==> config.mk <==
export PLATFORM = sky130hd
export DESIGN_NAME = glyph_row_expand_24bpp
export DESIGN_NICKNAME = d
export VERILOG_FILES = /design/src/rtl/core/gre_pkg.sv /design/src/rtl/core/gre_issue.sv /design/src/rtl/core/gre_pixel.sv /design/src/rtl/core/gre_pack.sv /design/src/rtl/core/glyph_row_expand_24bpp.sv
export SDC_FILE = /design/constraint.sdc
export NUM_CORES = 1
export LEC_CHECK = 0
export ABC_AREA = 1
export ABC_CLOCK_PERIOD_IN_PS = 10850
export BUFFER_PORTS_ARGS = -buffer_cell sky130_fd_sc_hd__clkbuf_2
export CAP_MARGIN = 20
export CORE_ASPECT_RATIO = 0.8
export CORE_MARGIN = 1
export CORE_UTILIZATION = 40
export CTS_CLUSTER_DIAMETER = 120
export DETAILED_ROUTE_END_ITERATION = 7
export PLACE_DENSITY_LB_ADDON = 0.1
export SYNTH_ARGS = -nofsm -noshare
export SYNTH_HDL_FRONTEND = slang
export SYNTH_HIERARCHICAL = 1
export SYNTH_SLANG_ARGS = --single-unit
==> constraint.sdc <==
create_clock -name clk -period 10.85 [get_ports clk]
set_clock_uncertainty 0.2 [all_clocks]
set_input_delay 2.17 -clock clk [delete_from_list [all_inputs] [get_ports clk]]
set_output_delay 2.17 -clock clk [all_outputs]
set_load 0.03 [all_outputs]
==> src/rtl/core/gre_pkg.sv <==
package gre_pkg;

    localparam int ROW_W  = 16;
    localparam int PIX_W  = 24;
    localparam int WORD_W = 32;
    localparam int IDX_W  = 4;
    localparam int CFG_W  = 24;
    localparam int CIDX_W = 3;

    localparam logic [CIDX_W-1:0] REG_FG_COLOR  = 3'd0;
    localparam logic [CIDX_W-1:0] REG_BG_COLOR  = 3'd1;
    localparam logic [CIDX_W-1:0] REG_WIDTH     = 3'd2;
    localparam logic [CIDX_W-1:0] REG_BIG_ENDIAN = 3'd3;

    localparam logic [PIX_W-1:0] FG_RESET    = 24'hFF_FFFF;
    localparam logic [PIX_W-1:0] BG_RESET    = 24'h00_0000;
    localparam logic [1:0]       WIDTH_RESET = 2'd1;

    typedef struct packed {
        logic             valid;
        logic [ROW_W-1:0] row;
        logic [IDX_W-1:0] idx;
        logic             last;
    } gre_req_t;

    typedef struct packed {
        logic                  valid;
        logic [3:0][PIX_W-1:0] pix;
        logic [1:0]            sel;
        logic [IDX_W-1:0]      idx;
        logic                  last;
    } gre_pix_t;

    function automatic logic [IDX_W-1:0] last_index(input logic [1:0] mode);
        logic [IDX_W-1:0] r;
        case (mode)
            2'd0:    r = 4'd2;
            2'd1:    r = 4'd5;
            2'd2:    r = 4'd8;
            default: r = 4'd11;
        endcase
        return r;
    endfunction

    function automatic logic [1:0] group_of(input logic [IDX_W-1:0] idx);
        logic [1:0] r;
        case (idx)
            4'd0, 4'd1, 4'd2:   r = 2'd0;
            4'd3, 4'd4, 4'd5:   r = 2'd1;
            4'd6, 4'd7, 4'd8:   r = 2'd2;
            default:            r = 2'd3;
        endcase
        return r;
    endfunction

    function automatic logic [1:0] sel_of(input logic [IDX_W-1:0] idx);
        logic [1:0] r;
        case (idx)
            4'd0, 4'd3, 4'd6, 4'd9:   r = 2'd0;
            4'd1, 4'd4, 4'd7, 4'd10:  r = 2'd1;
            default:                  r = 2'd2;
        endcase
        return r;
    endfunction

endpackage

==> src/rtl/core/gre_issue.sv <==
module gre_issue (
    input  logic                     clk,
    input  logic                     rst_n,
    input  logic                     advance,
    input  logic [1:0]               width_mode,
    input  logic                     in_valid,
    output logic                     in_stall,
    input  logic [gre_pkg::ROW_W-1:0] row_bits,
    output gre_pkg::gre_req_t        req
);
    import gre_pkg::*;

    logic             busy_reg, busy_next;
    logic [IDX_W-1:0] idx_reg, idx_next;
    logic [ROW_W-1:0] row_reg;
    logic             is_last;
    logic             take;

    assign is_last  = (idx_reg == last_index(width_mode));
    assign in_stall = !(advance && (!busy_reg || is_last));
    assign take     = in_valid && !in_stall;

    always_comb
    begin
        busy_next = busy_reg;
        idx_next  = idx_reg;
        if (advance)
        begin
            if (busy_reg && !is_last)
            begin
                idx_next = idx_reg + 4'd1;
            end
            else
            begin
                busy_next = take;
                idx_next  = '0;
            end
        end
    end

    always_ff @(posedge clk or negedge rst_n)
    begin
        if (!rst_n)
        begin
            busy_reg <= 1'b0;
            idx_reg  <= '0;
        end
        else
        begin
            busy_reg <= busy_next;
            idx_reg  <= idx_next;
        end
    end

    always_ff @(posedge clk)
    begin
        if (take)
        begin
            row_reg <= row_bits;
        end
    end

    assign req.valid = busy_reg;
    assign req.row   = row_reg;
    assign req.idx   = idx_reg;
    assign req.last  = is_last;

endmodule

==> src/rtl/core/gre_pixel.sv <==
module gre_pixel (
    input  logic                      clk,
    input  logic                      rst_n,
    input  logic                      advance,
    input  logic [gre_pkg::PIX_W-1:0] fg_color,
    input  logic [gre_pkg::PIX_W-1:0] bg_color,
    input  gre_pkg::gre_req_t         req,
    output gre_pkg::gre_pix_t         pix
);
    import gre_pkg::*;

    logic       valid_reg;
    gre_pix_t   pix_reg, pix_next;
    logic [3:0] nib;

    always_comb
    begin
        case (group_of(req.idx))
            2'd0:    nib = req.row[15:12];
            2'd1:    nib = req.row[11:8];
            2'd2:    nib = req.row[7:4];
            default: nib = req.row[3:0];
        endcase
        pix_next       = '0;
        pix_next.pix[0] = nib[3] ? fg_color : bg_color;
        pix_next.pix[1] = nib[2] ? fg_color : bg_color;
        pix_next.pix[2] = nib[1] ? fg_color : bg_color;
        pix_next.pix[3] = nib[0] ? fg_color : bg_color;
        pix_next.sel   = sel_of(req.idx);
        pix_next.idx   = req.idx;
        pix_next.last  = req.last;
    end

    always_ff @(posedge clk or negedge rst_n)
    begin
        if (!rst_n)
        begin
            valid_reg <= 1'b0;
        end
        else if (advance)
        begin
            valid_reg <= req.valid;
        end
    end

    always_ff @(posedge clk)
    begin
        if (advance)
        begin
            pix_reg <= pix_next;
        end
    end

    always_comb
    begin
        pix       = pix_reg;
        pix.valid = valid_reg;
    end

endmodule

==> src/rtl/core/gre_pack.sv <==
module gre_pack (
    input  logic                       clk,
    input  logic                       rst_n,
    input  logic                       big_endian,
    input  gre_pkg::gre_pix_t          pix,
    output logic                       advance,
    input  logic                       out_stall,
    output logic                       out_valid,
    output logic [gre_pkg::WORD_W-1:0] word,
    output logic [gre_pkg::IDX_W-1:0]  word_index,
    output logic                       last
);
    import gre_pkg::*;

    logic              valid_reg;
    logic [WORD_W-1:0] word_reg, word_next;
    logic [IDX_W-1:0]  idx_reg;
    logic              last_reg;
    logic [PIX_W-1:0]  a, b, c, d;

    assign a = pix.pix[0];
    assign b = pix.pix[1];
    assign c = pix.pix[2];
    assign d = pix.pix[3];

    assign advance = !valid_reg || !out_stall;

    always_comb
    begin
        case (pix.sel)
            2'd0:    word_next = big_endian ? {a, b[23:16]} : {b[7:0], a};
            2'd1:    word_next = big_endian ? {b[15:0], c[23:8]} : {c[15:0], b[23:8]};
            default: word_next = big_endian ? {c[7:0], d} : {d, c[23:16]};
        endcase
    end

    always_ff @(posedge clk or negedge rst_n)
    begin
        if (!rst_n)
        begin
            valid_reg <= 1'b0;
        end
        else if (advance)
        begin
            valid_reg <= pix.valid;
        end
    end

    always_ff @(posedge clk)
    begin
        if (advance)
        begin
            word_reg <= word_next;
            idx_reg  <= pix.idx;
            last_reg <= pix.last;
        end
    end

    assign out_valid  = valid_reg;
    assign word       = word_reg;
    assign word_index = idx_reg;
    assign last       = last_reg;

endmodule

==> src/rtl/core/glyph_row_expand_24bpp.sv <==
// Expands one glyph row into packed 24-bit pixels, three 32-bit words per four
// pixels, one word per cycle while the output is not stalled. A row has 3, 6, 9
// or 12 words (set by width_mode), which the word issuer steps through; the
// next row is taken in the cycle its last word is issued, so rows follow with
// no gap. The first word of a row passes the issuer, pixel select and pack
// registers in that order. A stall on a waiting output word freezes all stages.
// Write the configuration registers only while no row is in flight.
module glyph_row_expand_24bpp (
    input  logic                        clk,
    input  logic                        rst_n,
    input  logic                        cfg_we,
    input  logic [gre_pkg::CIDX_W-1:0]  cfg_index,
    input  logic [gre_pkg::CFG_W-1:0]   cfg_data,
    input  logic                        in_valid,
    output logic                        in_stall,
    input  logic [gre_pkg::ROW_W-1:0]   row_bits,
    output logic                        out_valid,
    input  logic                        out_stall,
    output logic [gre_pkg::WORD_W-1:0]  word,
    output logic [gre_pkg::IDX_W-1:0]   word_index,
    output logic                        last
);
    import gre_pkg::*;

    logic [PIX_W-1:0] fg_color_reg;
    logic [PIX_W-1:0] bg_color_reg;
    logic [1:0]       width_mode_reg;
    logic             big_endian_reg;
    logic             advance;
    gre_req_t         req;
    gre_pix_t         pix;

    always_ff @(posedge clk or negedge rst_n)
    begin
        if (!rst_n)
        begin
            fg_color_reg   <= FG_RESET;
            bg_color_reg   <= BG_RESET;
            width_mode_reg <= WIDTH_RESET;
            big_endian_reg <= 1'b0;
        end
        else if (cfg_we)
        begin
            case (cfg_index)
                REG_FG_COLOR:   fg_color_reg   <= cfg_data;
                REG_BG_COLOR:   bg_color_reg   <= cfg_data;
                REG_WIDTH:      width_mode_reg <= cfg_data[1:0];
                REG_BIG_ENDIAN: big_endian_reg <= cfg_data[0];
                default:        ;
            endcase
        end
    end

    gre_issue u_issue (
        .clk        (clk),
        .rst_n      (rst_n),
        .advance    (advance),
        .width_mode (width_mode_reg),
        .in_valid   (in_valid),
        .in_stall   (in_stall),
        .row_bits   (row_bits),
        .req        (req)
    );

    gre_pixel u_pixel (
        .clk      (clk),
        .rst_n    (rst_n),
        .advance  (advance),
        .fg_color (fg_color_reg),
        .bg_color (bg_color_reg),
        .req      (req),
        .pix      (pix)
    );

    gre_pack u_pack (
        .clk        (clk),
        .rst_n      (rst_n),
        .big_endian (big_endian_reg),
        .pix        (pix),
        .advance    (advance),
        .out_stall  (out_stall),
        .out_valid  (out_valid),
        .word       (word),
        .word_index (word_index),
        .last       (last)
    );

endmodule

# After elaboration in Yosys (flattened, before gate mapping)
# Memories as Yosys holds them, arrays and structs flattened. A register that Yosys moved wholly into a read port is not among the register bits.
# Index checks and enable logic that the tools add are counted.
word_totals:
  register_bits: 212
  rom_bits: 64
  out_inout_bits: 39
  elab_cells: 61
  mem_count: 2
mem_list:
  columns: ["name", "words", "width", "rd", "rd_ports_with_merged_regs", "wr", "line", "text"]
  rows:
  - ["(no name shown)", 16, 2, 1, 0, 0, "gre_pkg.sv:47", "case (idx)"]
  - ["(no name shown)", 16, 2, 1, 1, 0, "gre_pkg.sv:58", "case (idx)"]
op_classes:
  addsub: 1
  n_eq_ne: 9
  n_mux: 11
  n_bitwise: 1
  reduce_logical: 19
ops:
  columns: ["cell", "count"]
  rows:
  - ["24-bit 2-to-1 mux", 4]
  - ["32-bit 2-to-1 mux", 3]
  - ["32-bit one-hot mux with 2 select lines", 1]
  - ["4-bit one-hot mux with 3 select lines", 2]
  - ["2-bit AND reduction", 5]
  - ["2-bit by 1-bit == test with 1-bit output, second input constant", 3]
  - ["3-bit by 2-bit == test with 1-bit output, second input constant", 2]
  - ["2-bit zero test", 3]
  - ["1-bit zero test", 5]
  - ["4-bit by 1-bit adder with 4-bit output, second input constant", 1]
  - ["2-bit == test, second input constant", 2]
  - ["4-bit == test", 1]
  - ["4-bit 2-to-1 mux", 1]
  - ["3-bit by 1-bit == test with 1-bit output, second input constant", 1]
  - ["1-bit logical AND", 3]
  - ["3-bit zero test", 1]
  - ["1-bit logical OR", 2]
  - ["1-bit inverter", 1]

# Longest topological paths before layout
depth:
  ltp_word: 7
  mapped_depth: 12
  mapped_depth_nobuf: 10

# Hierarchy
# The synthesis kept the hierarchy.
by_module_without_submodules:
  columns: ["module", "n_inst", "cells_each", "area_per_inst_um2", "seq_area_each_um2"]
  rows:
  - ["gre_pixel", 1, 477, 4889.7, 3118.0]
  - ["gre_pack", 1, 492, 3067.9, 1136.1]
  - ["glyph_row_expand_24bpp", 1, 230, 2125.8, 1307.5]
  - ["gre_issue", 1, 72, 883.3, 605.6]

# Least setup slack after synthesis
# OpenSTA, ideal clock, no wires.
synth_timing:
  path_kind: "input -> output"
  start: "input port out_stall"
  end: "output port in_stall"
  arrival_ns: 5.978
  t_required_ns: 8.480
  setup_slack_ns: 2.502
  path_stages: 3
  path_cell_list: "nand2_1 > buf_2 > nand2_1"
synth_between:
  elab_chain_len: 4
synth_lines:
  columns: ["element", "line", "text"]
  rows:
  - ["start: declaration", "glyph_row_expand_24bpp.sv:18", "input logic out_stall,"]
  - ["1-bit zero test", "gre_pack.sv:26", "assign advance = !valid_reg || !out_stall;"]
  - ["1-bit logical OR", "gre_pack.sv:26", null]
  - ["1-bit logical AND", "gre_issue.sv:20", "assign in_stall = !(advance && (!busy_reg || is_last));"]
  - ["1-bit zero test", "gre_issue.sv:20", null]
  - ["end: declaration", "glyph_row_expand_24bpp.sv:15", "output logic in_stall,"]
# Every way passes these cells.

# Worst setup path after layout
layout_timing:
  start: "input port out_stall"
  end: "output port in_stall"
layout_between:
  elab_chain_len: 4
layout_lines:
  columns: ["element", "line", "text"]
  rows:
  - ["1-bit zero test", "gre_pack.sv:26", null]
  - ["1-bit logical OR", "gre_pack.sv:26", null]
  - ["named net advance", "glyph_row_expand_24bpp.sv:29", "logic advance;"]
  - ["1-bit logical AND", "gre_issue.sv:20", null]
  - ["1-bit zero test", "gre_issue.sv:20", null]
# The timed path passes the listed nets, and every way through them passes these cells.

==> summary.txt <==
run status: finished, final reports clean
highest ir drop seen on vdd: 0.000138 V
gate count of the mapped netlist: 1271
Post-Synth Adder-Cell Area: 0.913%
source of the worst hold timing path: u_pixel/pix[4]
Post-Route WL: 28500 um
sequential standard cell area: 6170 sq um
P_int: 0.00218 W
number of fillers in the final layout: 2586
instance area at placement: 11400 sq um
post-layout min period: 4940 ps
final clock period utilization by the worst path: 45.6%
count of final setup violators: 0
die width: 187 um
buffer depth of the longest clock path: 3
static leakage: 5.85 nW
clock latency reported for the late side of the worst-skew pair: 520 ps
post-synthesis xor/xnor area fraction: 0.160%
measured slew at the worst slew-check pin: 995 ps
post-route non-filler standard cell count: 1692
slack of the worst reg-to-reg path: 7450 ps
count of different cell masters after synthesis: 32
number of input and output port buffers inserted: 86
number of nets still failing antenna checks after routing: 0
area fraction in compound gates after synthesis: 0.570%
FF+latch count, synth: 214
Final Slew Violations: 0
number of antenna violations at the first check in global routing: 0
number of setup buffers added after CTS: 0
post-CTS clock slew at the launch and capture registers of the worst setup and hold paths: 60 ps
CTS tree: done
total of hold buffers inserted after clock tree synthesis: 0
detailed-routing iteration count for the pre-antenna-repair pass: 5
area added between synthesis and finish: 11.2%
pin count of the biggest net entering global routing: 99
most common cell after layout, fill and taps aside: nand2_1
share of power burned in the clock network: 20.9%
achievable clock frequency: 0.202 GHz
drt via density: 5.00
data arrival time of the critical path: 2570 ps
RSZ-0062 raised after global routing: no
ratio of cells with drive above 1 in the final layout: 13.9%
R2R depth: 8
TritonCTS Buffers: 24
average size of a mapped cell: 8.63 sq um
total core area: 26600 sq um
Resize count post-CTS: 0
crit end category: output pin
MaxCap Viol Count: 0
first-pass GRT wire length: 44700 um
clock root buffer: clkbuf_16
share of power burned in registers: 40.7%
number of flip-flops under the largest register name: 103
post-synthesis instance area: 11000 sq um
deepest level of the CTS H-tree: 1
overall overflow remaining after global route: 0
# nets final: 1373
category of the worst setup path launch point: input pin
post-layout instance area: 12200 sq um
Hold Path Depth: 0
sequential fraction of the synthesis area: 56.2%
hold path endpoint: u_pack/word_index[3]
critical setup path kind: in2out
number of warning messages in the yosys log: 6
area used by multi-input combinational logic: 3890 sq um
fraction of power spent switching nets: 41.4%
synthesized net count: 1327
weighted congestion reported at the end of routability-driven placement: 0.769
number of clock sinks seen by CTS: 214
leading cell types in the layout, fill and taps excluded: nand2_1, nand3_1, edfxtp_1
origin of the critical flop-to-flop path: u_issue/idx_reg[1]
number of cells after detailed placement: 1647
starting utilization of the core area: 41.2%
row count: 53
terminus of the critical flop-to-flop path: u_pixel/pix[48]
final worst hold slack: 219 ps
estimated wirelength of the detail-placed design: 18000 um
crit path max fanout: 3
Gate power share: 38.3%
Setup Total Neg Slack: 0 ps
height of the die: 150 um
die area: 28100 sq um
count of vias placed by the detailed router: 8468
IO Count: 87
antenna diode count: 0
final number of hold-violating endpoints: 0
power density over cell area: 306 nW/um^2
vias in the first global route: 7581
Max-Slew Margin vs Limit: 33.7%
Psw: 0.00154 W
mux cell area share after synthesis: 0.103%
simple-gate share of the synthesized area: 33.6%
dominant combinational cell family by area after synthesis: simple AND/OR/NAND/NOR gates
total routing usage reported by global routing: 20.6%
worst hold-check path type: reg2reg
CP required: 8480 ps
mean routed wirelength per cell: 16.9 um
DRC marker count from the first detailed-route iteration: 747
# DRC: 0
==> critical path, cell delays in order <==
cell and delay (ps):
clkbuf_2 100, nand2_4 50, nand2_1 60, clkbuf_2 190
==> routing by layer <==
| layer | GRT usage [%] | wire length [um] | up-vias |
|---|---|---|---|
| li1 | - | - | 4212 |
| met1 | 33.7 | 15000 | 3949 |
| met2 | 27.7 | 10900 | 282 |
| met3 | 3.64 | 2230 | 25 |
| met4 | 4.10 | 401 | 0 |
| met5 | 0 | 0 | - |
==> cells by family (layout without fill, tap and decap cells) <==
family / Yosys count / count (layout)
xor gates and xnor gates: 2 / 2
and+or+nand+nor: 852 / 852
adders and majority gates: 8 / 8
buffers and inverters: 183 / 247
DFF: 214 / 214
AOI/OAI and AO/OA: 11 / 11
muxes: 1 / 1
==> final cells by class <==
type / count / share of cell area, %
sequential: 214 / 50.6
multi-input combinational: 874 / 31.9
clock buffer: 34 / 5.65
timing repair buffer: 97 / 4.37
tap: 357 / 3.66
inverter: 106 / 3.26
clock inverter: 10 / 0.575
==> per-stage QoR <==
step	worst slack [ps]	utilization [%]	power (W)
2_1_floorplan	2500	-	0.00255
3_3_place_gp	5900	42.9	0.00293
3_5_place_dp	5900	42.9	0.00294
4_1_cts	5900	45.7	0.00373
5_1_grt	5860	45.8	0.00398
6_report	5910	45.8	0.00373
==> worst max-delay path by stage <==
| stage | start | end | slack, ps | cells after the start |
|---|---|---|---|---|
| finish | out_stall | in_stall | 5910 | 4 |
| floorplan | out_stall | in_stall | 2500 | 3 |
| global route | out_stall | in_stall | 5860 | 4 |
| global placement | out_stall | in_stall | 5900 | 4 |
| CTS | out_stall | in_stall | 5900 | 4 |
| detailed placement | out_stall | in_stall | 5900 | 4 |
==> power by group through the flow <==
stage          Clock, W  Combinational, W  Sequential, W
6_report       0.000780           0.00143        0.00152
5_1_grt        0.000837           0.00159        0.00156
4_1_cts        0.000798           0.00141        0.00152
3_5_place_dp          0           0.00141        0.00153
3_3_place_gp          0           0.00140        0.00153
2_1_floorplan         0          0.000927        0.00163
==> cells in the mapped netlist, drive strengths merged <==
cell	count	area (sq um)
nand2	566	2180
nand3	264	1350
edfxtp	156	4680
inv	106	398
buf	69	498
dfrtp	33	826
dfstp	25	657
nor2	12	91.3
clkbuf	8	30.0
ha	8	100
nand4	6	37.5
o21ai	6	30.0
or2	4	25.0
a21oi	3	18.8
xor2	2	17.5
a21boi	1	7.51
a31oi	1	6.26
mux2	1	11.3
No activity file was read; power rests on OpenSTA's default activity.
